===== src/hw/rtl/tppb_pkg.sv =====
// Shared constants, tables and helpers of the two-phase property blend.
package tppb_pkg;

    // register indexes of the configuration port
    localparam logic [2:0] REG_BAND_HALF_WIDTH   = 3'd0;
    localparam logic [2:0] REG_PROPERTY_MODE     = 3'd1;
    localparam logic [2:0] REG_CONST_DENSITY_ONE = 3'd2;
    localparam logic [2:0] REG_CONST_DENSITY_TWO = 3'd3;
    localparam logic [2:0] REG_CONST_VISC_ONE    = 3'd4;
    localparam logic [2:0] REG_CONST_VISC_TWO    = 3'd5;

    // property modes
    localparam logic [1:0] MODE_CONST = 2'd0;
    localparam logic [1:0] MODE_WATER = 2'd1;
    localparam logic [1:0] MODE_AIR   = 2'd2;

    // reset values of the registers
    localparam logic [30:0] RST_BAND_HALF_WIDTH   = 31'd104858;
    localparam logic [1:0]  RST_PROPERTY_MODE     = MODE_CONST;
    localparam logic [26:0] RST_CONST_DENSITY_ONE = 27'd65418035;
    localparam logic [26:0] RST_CONST_DENSITY_TWO = 27'd78971;
    localparam logic [31:0] RST_CONST_VISC_ONE    = 32'd1103910;
    localparam logic [31:0] RST_CONST_VISC_TWO    = 32'd16602626;

    // pipeline latencies in cycles
    localparam int FRAC_LAT  = 43;
    localparam int LUT_LAT   = 30;
    localparam int BLEND_LAT = 2;

    localparam int TABLE_DEPTH_DEF = 20;

    // property tables
    localparam int TAB_WATER_RHO = 0;
    localparam int TAB_AIR_RHO   = 1;
    localparam int TAB_WATER_NU  = 2;
    localparam int TAB_AIR_NU    = 3;
    localparam int TAB_MAX       = 18;
    localparam int TAB_IDX_W     = 5;

    localparam int TAB_CNT [4] = '{15, 18, 12, 18};

    localparam logic signed [15:0] TAB_T [4][TAB_MAX] = '{
        '{-16'sd1920, -16'sd1280, -16'sd640, 16'sd0, 16'sd256, 16'sd640, 16'sd960,
          16'sd1280, 16'sd1408, 16'sd1600, 16'sd1920, 16'sd2560, 16'sd3840,
          16'sd5120, 16'sd6400, 16'sd6400, 16'sd6400, 16'sd6400},
        '{-16'sd9600, -16'sd6400, -16'sd3200, 16'sd0, 16'sd1280, 16'sd2560, 16'sd3840,
          16'sd5120, 16'sd6400, 16'sd7680, 16'sd8960, 16'sd10240, 16'sd11520,
          16'sd12800, 16'sd16000, 16'sd19200, 16'sd22400, 16'sd25600},
        '{16'sd0, 16'sd320, 16'sd640, 16'sd1280, 16'sd1920, 16'sd2560, 16'sd3200,
          16'sd3840, 16'sd4480, 16'sd5120, 16'sd5760, 16'sd6400, 16'sd6400,
          16'sd6400, 16'sd6400, 16'sd6400, 16'sd6400, 16'sd6400},
        '{-16'sd9600, -16'sd6400, -16'sd3200, 16'sd0, 16'sd1280, 16'sd2560, 16'sd3840,
          16'sd5120, 16'sd6400, 16'sd7680, 16'sd8960, 16'sd10240, 16'sd11520,
          16'sd12800, 16'sd16000, 16'sd19200, 16'sd22400, 16'sd25600}
    };

    localparam logic [26:0] TAB_V [4][TAB_MAX] = '{
        '{27'd64477856, 27'd65113096, 27'd65412596, 27'd65525481, 27'd65534165,
          27'd65516510, 27'd65477188, 27'd65418501, 27'd65390084, 27'd65342531,
          27'd65250932, 27'd65024819, 27'd64434995, 27'd63687885, 27'd62809702,
          27'd62809702, 27'd62809702, 27'd62809702},
        '{27'd183042, 27'd129761, 27'd100532, 27'd84738, 27'd78971, 27'd73859,
          27'd69927, 27'd65536, 27'd61997, 27'd58851, 27'd55968, 27'd53412,
          27'd51053, 27'd48890, 27'd44237, 27'd40370, 27'd37093, 27'd34341},
        '{27'd1964827, 27'd1670158, 27'd1437062, 27'd1101711, 27'd877410,
          27'd717981, 27'd601433, 27'd513472, 27'd444203, 27'd390327, 27'd346346,
          27'd310062, 27'd310062, 27'd310062, 27'd310062, 27'd310062, 27'd310062,
          27'd310062},
        '{27'd3386496, 27'd6542094, 27'd10500336, 27'd14623505, 27'd16613621,
          27'd18658712, 27'd20780770, 27'd23023773, 27'd25354738, 27'd27740678,
          27'd30291545, 27'd32820422, 27'd35503230, 27'd38076088, 27'd45266994,
          27'd52611631, 27'd60528115, 27'd68752462}
    };

    // sin(pi s)/pi as an odd polynomial in s, Q30 coefficients
    localparam logic signed [33:0] SINC_COEF [7] = '{
        34'sd1073741824, -34'sd1766234505, 34'sd871601792, -34'sd204818212,
        34'sd28076038, -34'sd2519085, 34'sd159374
    };

    localparam logic signed [35:0] Q30_ONE = 36'sd1073741824;

    // sideband of the fraction divider
    typedef struct packed {
        logic        force_h;
        logic [16:0] forced_h;
        logic        neg;
    } frac_tag_t;

    // sideband of the interpolation divider
    typedef struct packed {
        logic        clamp;
        logic        neg;
        logic [26:0] base;
    } lut_tag_t;

    // Q30 product rounded half up
    function automatic logic signed [33:0] rnd_q30(input logic signed [65:0] p);
        logic signed [65:0] t;
        t = p + 66'sd536870912;
        return t[63:30];
    endfunction

endpackage


===== src/hw/rtl/tppb_div.sv =====
// Pipelined restoring divider, one quotient bit per stage, with a sideband.
module tppb_div import tppb_pkg::*; #(
    parameter int DW = 31,
    parameter int QW = 31,
    parameter int TW = 8
) (
    input  logic               aclk,
    input  logic               ce,
    input  logic [DW+QW-1:0]   num,
    input  logic [DW-1:0]      den,
    input  logic [TW-1:0]      tag_in,
    output logic [QW-1:0]      quo,
    output logic [DW-1:0]      rem,
    output logic [TW-1:0]      tag_out
);

    localparam int NW = DW + QW;

    logic [DW-1:0] rem_reg [QW];
    logic [QW-1:0] low_reg [QW];
    logic [QW-1:0] quo_reg [QW];
    logic [DW-1:0] den_reg [QW];
    logic [TW-1:0] tag_reg [QW];

    for (genvar k = 0; k < QW; k++) begin : g_stage
        logic [DW-1:0] rem_in;
        logic [QW-1:0] low_in;
        logic [QW-1:0] quo_in;
        logic [DW-1:0] den_in;
        logic [TW-1:0] tg_in;
        logic [DW:0]   trial;
        logic [DW:0]   diff;

        if (k == 0) begin : g_first
            assign rem_in = num[NW-1:QW];
            assign low_in = num[QW-1:0];
            assign quo_in = '0;
            assign den_in = den;
            assign tg_in  = tag_in;
        end else begin : g_rest
            assign rem_in = rem_reg[k-1];
            assign low_in = low_reg[k-1];
            assign quo_in = quo_reg[k-1];
            assign den_in = den_reg[k-1];
            assign tg_in  = tag_reg[k-1];
        end

        assign trial = {rem_in, low_in[QW-1]};
        assign diff  = trial - {1'b0, den_in};

        always_ff @(posedge aclk) begin
            if (ce) begin
                if (trial >= {1'b0, den_in}) begin
                    rem_reg[k] <= diff[DW-1:0];
                    quo_reg[k] <= {quo_in[QW-2:0], 1'b1};
                end else begin
                    rem_reg[k] <= trial[DW-1:0];
                    quo_reg[k] <= {quo_in[QW-2:0], 1'b0};
                end
                low_reg[k] <= {low_in[QW-2:0], 1'b0};
                den_reg[k] <= den_in;
                tag_reg[k] <= tg_in;
            end
        end
    end

    assign quo     = quo_reg[QW-1];
    assign rem     = rem_reg[QW-1];
    assign tag_out = tag_reg[QW-1];

endmodule


===== src/hw/rtl/tppb_lut.sv =====
// Piecewise-linear property table with clamping and rounded interpolation.
module tppb_lut import tppb_pkg::*; #(
    parameter int TAB_ID = TAB_WATER_RHO,
    parameter int DEPTH  = TABLE_DEPTH_DEF
) (
    input  logic               aclk,
    input  logic               ce,
    input  logic signed [15:0] temperature,
    output logic [26:0]        value
);

    localparam int NP = (TAB_CNT[TAB_ID] < DEPTH) ? TAB_CNT[TAB_ID] : DEPTH;
    localparam int CW = $clog2(NP + 1);

    // count the points that lie below the temperature
    logic [CW-1:0]      cnt_c;
    logic [CW-1:0]      l1_cnt_reg;
    logic signed [15:0] l1_x_reg;

    always_comb begin
        cnt_c = '0;
        for (int i = 0; i < NP; i++) begin
            cnt_c = cnt_c + CW'(temperature > TAB_T[TAB_ID][i]);
        end
    end

    always_ff @(posedge aclk) begin
        if (ce) begin
            l1_cnt_reg <= cnt_c;
            l1_x_reg   <= temperature;
        end
    end

    logic                 lo_c;
    logic                 hi_c;
    logic [TAB_IDX_W-1:0] k_c;
    logic signed [15:0]   t0_c;
    logic signed [15:0]   t1_c;
    logic [26:0]          v0_c;
    logic [26:0]          v1_c;

    always_comb begin
        lo_c = (l1_cnt_reg == '0);
        hi_c = (l1_cnt_reg == CW'(NP));
        if (lo_c) begin
            k_c = '0;
        end else if (hi_c) begin
            k_c = TAB_IDX_W'(NP - 2);
        end else begin
            k_c = TAB_IDX_W'(l1_cnt_reg - CW'(1));
        end
        t0_c = TAB_T[TAB_ID][k_c];
        t1_c = TAB_T[TAB_ID][k_c + TAB_IDX_W'(1)];
        v0_c = TAB_V[TAB_ID][k_c];
        v1_c = TAB_V[TAB_ID][k_c + TAB_IDX_W'(1)];
    end

    logic signed [16:0] l2_dx_reg;
    logic signed [16:0] l2_den_reg;
    logic signed [27:0] l2_dv_reg;
    logic               l2_clamp_reg;
    logic [26:0]        l2_base_reg;

    always_ff @(posedge aclk) begin
        if (ce) begin
            l2_dx_reg    <= 17'(l1_x_reg) - 17'(t0_c);
            l2_den_reg   <= 17'(t1_c) - 17'(t0_c);
            l2_dv_reg    <= $signed({1'b0, v1_c}) - $signed({1'b0, v0_c});
            l2_clamp_reg <= lo_c | hi_c;
            l2_base_reg  <= lo_c ? TAB_V[TAB_ID][0] : (hi_c ? TAB_V[TAB_ID][NP-1] : v0_c);
        end
    end

    logic signed [44:0] l3_num_reg;
    logic signed [16:0] l3_den_reg;
    logic               l3_clamp_reg;
    logic [26:0]        l3_base_reg;

    always_ff @(posedge aclk) begin
        if (ce) begin
            l3_num_reg   <= l2_dv_reg * l2_dx_reg;
            l3_den_reg   <= l2_den_reg;
            l3_clamp_reg <= l2_clamp_reg;
            l3_base_reg  <= l2_base_reg;
        end
    end

    // floor((2 num + den) / (2 den)) on magnitudes
    logic signed [45:0] nn_c;
    logic [45:0]        nmag_c;
    lut_tag_t           l4_tag;
    logic [42:0]        l4_mag_reg;
    logic [17:0]        l4_d_reg;
    lut_tag_t           l4_tag_reg;

    always_comb begin
        nn_c         = {l3_num_reg, 1'b0} + 46'(l3_den_reg);
        nmag_c       = nn_c[45] ? $unsigned(-nn_c) : $unsigned(nn_c);
        l4_tag.clamp = l3_clamp_reg;
        l4_tag.neg   = nn_c[45];
        l4_tag.base  = l3_base_reg;
    end

    always_ff @(posedge aclk) begin
        if (ce) begin
            l4_mag_reg <= nmag_c[42:0];
            l4_d_reg   <= {l3_den_reg[16:0], 1'b0};
            l4_tag_reg <= l4_tag;
        end
    end

    logic [24:0] q_raw;
    logic [17:0] q_rem;
    lut_tag_t    q_tag;

    tppb_div #(.DW(18), .QW(25), .TW($bits(lut_tag_t))) u_div (
        .aclk    (aclk),
        .ce      (ce),
        .num     (l4_mag_reg),
        .den     (l4_d_reg),
        .tag_in  (l4_tag_reg),
        .quo     (q_raw),
        .rem     (q_rem),
        .tag_out (q_tag)
    );

    logic [25:0] q_adj;
    logic [27:0] v_sum;
    logic [26:0] value_reg;

    always_comb begin
        q_adj = {1'b0, q_raw} + 26'((q_tag.neg && q_rem != '0) ? 1 : 0);
        if (q_tag.neg) begin
            v_sum = {1'b0, q_tag.base} - {2'b0, q_adj};
        end else begin
            v_sum = {1'b0, q_tag.base} + {2'b0, q_adj};
        end
    end

    always_ff @(posedge aclk) begin
        if (ce) begin
            value_reg <= q_tag.clamp ? q_tag.base : v_sum[26:0];
        end
    end

    assign value = value_reg;

endmodule


===== config.mk =====
export PLATFORM = sky130hd
export DESIGN_NAME = tppb_lut
export DESIGN_NICKNAME = d
export VERILOG_FILES = /design/src/hw/rtl/tppb_pkg.sv /design/src/hw/rtl/tppb_div.sv /design/src/hw/rtl/tppb_lut.sv
export SDC_FILE = /design/constraint.sdc
export NUM_CORES = 2
export LEC_CHECK = 0
export BUFFER_PORTS_ARGS = -buffer_cell sky130_fd_sc_hd__clkbuf_2
export CAP_MARGIN = 20
export CORE_ASPECT_RATIO = 1.1
export CORE_MARGIN = 4
export CORE_UTILIZATION = 55
export CTS_CLUSTER_SIZE = 30
export DETAILED_ROUTE_END_ITERATION = 7
export GPL_ROUTABILITY_DRIVEN = 0
export MAX_ROUTING_LAYER = met4
export PLACE_DENSITY = 0.71
export REMOVE_ABC_BUFFERS = 1
export SLEW_MARGIN = 20
export SYNTH_ARGS = -nofsm -noshare
export SYNTH_HDL_FRONTEND = slang
export SYNTH_HIERARCHICAL = 1
export SYNTH_SLANG_ARGS = --single-unit

===== constraint.sdc =====
create_clock -name aclk -period 9.25 [get_ports aclk]
set_input_delay 0 -clock aclk [delete_from_list [all_inputs] [get_ports aclk]]
set_output_delay 0 -clock aclk [all_outputs]
set_load 0.005 [all_outputs]

Word level (Yosys, flattened, before mapping)
Memory sizes are Yosys's and may differ from the RTL's.
Cells that the tools add are included.
{ "classes": {"n_lt_le_gt_ge": 42, "add_sub_neg": 49, "mul": 1, "bitwise_logic": 53, "eq_ne": 1, "reduce_logical": 4, "mux": 217} }
{ "ops": {"columns": ["cell", "n"], "rows": [
  ["two-way mux 25 bit", 25],
  [">= comparator 19 x 18 -> 1 bit", 25],
  ["two-way mux 18 bit", 25],
  ["subtractor 18 bit", 25],
  ["two-way mux 27 bit", 6],
  ["two-way mux 1 bit", 153],
  ["> comparator 16 x 12 -> 1 bit, second input constant", 6],
  ["two-way mux 16 bit", 4],
  ["bitwise OR 1 bit", 51],
  ["> comparator 16 x 11 -> 1 bit, second input constant", 3],
  ["adder 46 bit", 1],
  ["multiplier 28 x 17 -> 45 bit", 1],
  ["adder 4 x 1 -> 4 bit", 11],
  ["two-way mux 43 bit", 1],
  ["negation 43 bit", 1],
  ["subtractor 16 x 16 -> 17 bit", 2],
  ["> comparator 16 x 13 -> 1 bit, second input constant", 2],
  ["> comparator 16 x 14 -> 1 bit, second input constant", 2],
  ["subtractor 27 x 27 -> 28 bit", 1],
  ["adder 27 x 26 -> 27 bit", 1],
  ["subtractor 27 x 26 -> 27 bit", 1],
  ["adder 25 x 1 -> 26 bit", 1],
  ["two-way mux 23 bit", 1],
  ["nonzero test 18 bit", 1],
  ["other kinds (14)", 17]
]} }
{ "word_totals": {"mem_bits_rw": 2850, "word_cells": 394, "input_bits": 18, "output_inout_bits": 27, "n_memories": 9, "rom_bits": 2752, "ff_bits": 316} }
{ "mem_list": {"columns": ["memory", "depth", "word_bits", "read_ports", "rd_ports_with_merged_regs", "wr", "line_no", "text"], "rows": [
  ["(no name shown)", 32, 27, 1, 0, 0, "tppb_lut.sv:55", "v1_c = TAB_V[TAB_ID][k_c + TAB_IDX_W'(1)];"],
  ["(no name shown)", 32, 27, 1, 0, 0, "tppb_lut.sv:54", "v0_c = TAB_V[TAB_ID][k_c];"],
  ["u_div.tag_reg", 25, 29, 25, 0, 25, "tppb_div.sv:23", "logic [TW-1:0] tag_reg [QW];"],
  ["u_div.quo_reg", 25, 25, 25, 0, 25, "tppb_div.sv:21", "logic [QW-1:0] quo_reg [QW];"],
  ["u_div.low_reg", 25, 24, 24, 0, 25, "tppb_div.sv:20", "logic [QW-1:0] low_reg [QW];"],
  ["(no name shown)", 32, 16, 1, 0, 0, "tppb_lut.sv:53", "t1_c = TAB_T[TAB_ID][k_c + TAB_IDX_W'(1)];"],
  ["3 more memories", null, null, null, null, null, null, null]
]} }

Depth between registers and ports, before layout
{ "depth": {"word_depth": 15, "ltp_mapped": 29, "mapped_depth_nobuf": 26} }

Cells and area by module
Netlist, hierarchy kept.
{ "by_module_without_submodules": {"columns": ["module", "area_per_inst_um2", "seq_area_each_um2", "n_inst", "cells_each"], "rows": [
  ["tppb_div", 94493.1, 67014.3, 1, 6274],
  ["tppb_lut", 35142.5, 8558.2, 1, 3668]
]} }

Worst setup path before layout
OpenSTA, ideal clock, no wires.
{ "synth_path": {"path_type": "register to register", "startpoint": "register l2_dx_reg[16]", "endpoint": "register l3_num_reg[41], data pin", "path_stages_with_launch": 22, "synth_period_minus_slack_ns": 6.611, "slack_ns": 2.639, "path_buffers": 1, "t_arrival_ns": 6.474, "required_time_ns": 9.113, "setup_time_ns": 0.137, "path_cell_list": "edfxtp_1 > inv_1 > clkbuf_1 > nor2_1 > fa_1 > fa_1 > fa_1 > fa_1 > fa_1 > inv_1 > fa_1 > inv_1 > ha_1 > a2111oi_0 > o21ai_0 > or3_1 > o211a_1 > a21oi_1 > o31a_1 > o21ai_0 > or4_1 > nand4_1"} }
{ "synth_between": {"elab_chain_len": 1} }
{ "synth_rtl": {"columns": ["item", "line_no", "text"], "rows": [
  ["start, declared", "tppb_lut.sv:58", "logic signed [16:0] l2_dx_reg;"],
  ["start signal, assigned", "tppb_lut.sv:66", "l2_dx_reg <= 17'(l1_x_reg) - 17'(t0_c);"],
  ["multiplier 28 x 17 -> 45 bit", "tppb_lut.sv:81", "l3_num_reg <= l2_dv_reg * l2_dx_reg;"],
  ["end signal, assigned", "tppb_lut.sv:81", null],
  ["end, declared", "tppb_lut.sv:74", "logic signed [44:0] l3_num_reg;"]
]} }
Every way passes these cells.
A chain may end at the register's enable or synchronous reset.

Final worst setup path
{ "layout_path": {"startpoint": "register l2_dx_reg[2]", "endpoint": "register l3_num_reg[41], data pin"} }
Same word-level chain as after synthesis.

==> reports/metrics.csv <==
stage;metric;value;unit
finish;Final #Nets;11277;
floorplan;core area;234000;sq um
routing;final wirelength;249000;um
timing;slew margin rel.;23.3;%
yosys;sequential-to-total area share from yosys stat;58.3;%
finish;layout cell share with drive strength beyond 1;7.56;%
yosys;Post-Synthesis Cells;9942;
yosys;Post-synth ARST share;0;%
yosys;Main synth FF type;edfxtp_1;
worst_setup_path;reg-to-reg endpoint;l3_num_reg[41];
routing;DRC errors left;0;
floorplan;Initial Utilization;55.4;%
floorplan;Chip Height;517;um
hold_path;Hold Crit Depth;2;
hold_path;worst hold path class;in2reg;
worst_setup_path;Reg2Reg Setup Slack;1.28;ns
yosys;yosys warns;6;
cts;CTS tree;built;
floorplan;row cnt;186;
yosys;top-area cell type share of the netlist area;58.3;%
status;status;complete, no violations;
global_routing;total grt overflow;0;
timing;RSZ-0062 raised after global routing;no;
worst_setup_path;endpoint type of the worst setup path;register;
floorplan;die area;244000;sq um
routing;via count;75431;
yosys;Synth area leaders;edfxtp_1 (58%), fa_1 (7.7%), ha_1 (6.6%), inv_1 (3.4%), xnor2_1 (2.7%);
global_routing;initial antenna violation count;8;
finish;Seq. cell area;75600;sq um
finish;Layout area overhead;9.07;%
cts;htree depth;4;
cts;CTS Buf Count;240;
finish;final core utilization;60.5;%
cts;Reg clk slew, reported paths;0.06;ns
worst_setup_path;worst r2r path cells;20;
yosys;Yosys top cell by area;edfxtp_1;
global_routing;GRT Util Overall;21.0;%
place;IO Port Bufs;44;
yosys;synthesized area per cell;13.0;sq um
place;Placed Cells;12899;
timing;Final Cycle Share;86.2;%
place;dpl hpwl;180000;um
timing;Least-Margin Pin Slew;1.15;ns
cts;post-CTS sizing;0;
floorplan;Die Wd;471;um
cts;worst skew pair latency;0.90;ns
cts;clock sinks;2517;
worst_setup_path;Worst Path Arrival;8.68;ns
place;dpl ws;1.28;ns
yosys;flops & latches, synth;2517;
timing;Fin Setup TNS;0;ns
cts;number of post-CTS setup repair buffers;0;
finish;max FFs per register;725;
yosys;Post-Synth Adder-Cell Area;14.3;%
timing;# setup viols final;0;
timing;Fin. Hold Viols;0;
yosys;post-synthesis cell area;130000;sq um
cts;deepest clock path buffer count;3;
worst_setup_path;FF-to-FF Start;l2_dx_reg[2];
hold_path;hold path start;temperature[7];
routing;post-route ant nets;0;
hold_path;Endpoint, Worst Hold;l1_x_reg[7];
timing;crit path time final;7.97;ns
cts;Root Driver;clkbuf_16;
timing;final worst setup slack;1.28;ns
global_routing;first-pass GRT wire length;398000;um
yosys;Post-synth EDFFs;2516;
yosys;multiplexer share of the synthesized area;2.30;%
yosys;largest family of logic cells by synthesized area;adder cells;
routing;WL per Instance;18.6;um
worst_setup_path;Startpoint Class;register;
routing;Vias per Instance;5.64;
timing;Fmax;0.125;GHz
yosys;post-synthesis compound-gate area fraction;8.97;%
routing;TritonRoute pass-1 iters;8;
finish;Multi-input gate area;48600;sq um
worst_setup_path;CP required;9.95;ns
timing;Final Skew;0.0687;ns
worst_setup_path;CP max FO;28;
yosys;Simple-Gate Fraction of Synth Area;7.75;%
timing;Slew Limit Fails;0;
yosys;synth unique cells;103;
finish;final std cells w/o fill;13379;
yosys;xor/xnor share of the synthesized area;4.08;%
finish;FILL cells;17476;
global_routing;largest net degree at the start of global routing;211;
floorplan;# IOs;45;
worst_setup_path;critical path type;reg2reg;
global_routing;number of global-route vias before repair;77105;
routing;starting DRC count in detailed routing;5923;
flow_run;# Max-Cap Violations;0;
[worst max-delay path: stages (launching register included)]
cell and delay (ns):
edfxtp_1 1.09, nand2_1 0.20, fa_1 0.56, fa_1 0.44
fa_1 0.53, inv_1 0.06, fa_1 0.46, fa_1 0.54
inv_1 0.05, fa_1 0.52, inv_1 0.04, ha_1 0.37
a2111oi_0 0.44, o21ai_0 0.21, or3_1 0.35, o211a_1 0.26
a21oi_1 0.53, o31a_1 0.38, o21ai_0 0.22, or4_1 0.43
nand4_1 0.11
[final cells by class]
| type | count | share of cell area (%) |
|---|---|---|
| tap | 3102 | 2.74 |
| antenna | 6 | 0.0106 |
| clock buffer | 291 | 4.40 |
| clock inverter | 149 | 1.06 |
| inverter | 1179 | 3.13 |
| multi-input combinational | 6003 | 34.4 |
| timing repair buffer | 132 | 0.808 |
| sequential | 2517 | 53.4 |
[synthesized netlist by cell type (15+ instances only)]
| cell type | instances |
|---|---|
| a2111oi_0 | 17 |
| mux2i_1 | 16 |
| a211oi_1 | 50 |
| inv_1 | 1177 |
| a211o_1 | 35 |
| o21a_1 | 76 |
| or4_1 | 18 |
| o21bai_1 | 74 |
| buf_2 | 17 |
| o41ai_1 | 15 |
| o31ai_1 | 34 |
| nor2_1 | 475 |
| mux2_4 | 29 |
| ha_1 | 685 |
| o21ai_0 | 439 |
| a21boi_0 | 21 |
| mux2_2 | 211 |
| or2_2 | 22 |
| nand3_1 | 115 |
| clkbuf_1 | 220 |
| and3_1 | 66 |
| o211ai_1 | 54 |
| a31oi_1 | 68 |
| nor4_1 | 31 |
| xnor2_1 | 403 |
| o22ai_1 | 17 |
| xor2_1 | 199 |
| nand4_1 | 89 |
| and2_1 | 263 |
| nand2_1 | 705 |
| nand2b_1 | 78 |
| edfxtp_1 | 2516 |
| a21o_1 | 241 |
| a21oi_1 | 544 |
| or3_1 | 18 |
| fa_1 | 501 |
| nor2b_1 | 78 |
| nor3_1 | 100 |
[per-layer routing]
metal	track usage [%]	wire, um	up-vias
met2	36.7	128000	2291
li1	-	-	35584
met5	-	0	-
met4	9.96	12400	0
met1	23.7	96300	36849
met3	3.19	12400	707
[worst max-delay path by stage]
| stage | to | startpoint | cells past startpoint | slack, ns |
|---|---|---|---|---|
| floorplan | l3_num_reg[41] | l2_dx_reg[16] | 20 | 2.60 |
| global placement | l3_num_reg[41] | l2_dx_reg[9] | 20 | 1.47 |
| detailed placement | l3_num_reg[41] | l2_dx_reg[4] | 20 | 1.28 |
| CTS | l3_num_reg[41] | l2_dx_reg[9] | 20 | 1.26 |
| global route | l3_num_reg[41] | l2_dx_reg[12] | 20 | 0.78 |
| finish | l3_num_reg[41] | l2_dx_reg[2] | 20 | 1.28 |
[stage by stage]
step	cell area (sq um)	hold slack (ns)
global route	141000	0.0790
CTS	141000	0.0360
floorplan	129000	0.0989
finish	141000	0.102
detailed placement	133000	0.194
global placement	133000	0.199
[cells by family after synthesis]
| family | count (synthesis) |
|---|---|
| flops | 2517 |
| simple gates | 2100 |
| compound gates | 1838 |
| buf+inv | 1439 |
| fa+ha+maj | 1186 |
| xor+xnor | 603 |
| mux | 257 |
| other cells | 2 |
[timing repair]
action                     in CTS  in global routing
hold buffers                   28                  0
hold endpoints to repair      117                  0
setup endpoints to repair       0                  0
[layout by cell type, fill, tap and decap left out, types with 199 or more instances in the layout]
master and instances:
edfxtp_1 2516, inv_1 1177, nand2_1 705, ha_1 685, a21oi_1 543, fa_1 501
nor2_1 475, o21ai_0 438, xnor2_1 403, and2_1 263, a21o_1 241, clkbuf_16 241
mux2_2 211, xor2_1 199
Power is not shown: default switching activity piles up to over one toggle a cycle in this logic, so the estimate is an artifact.
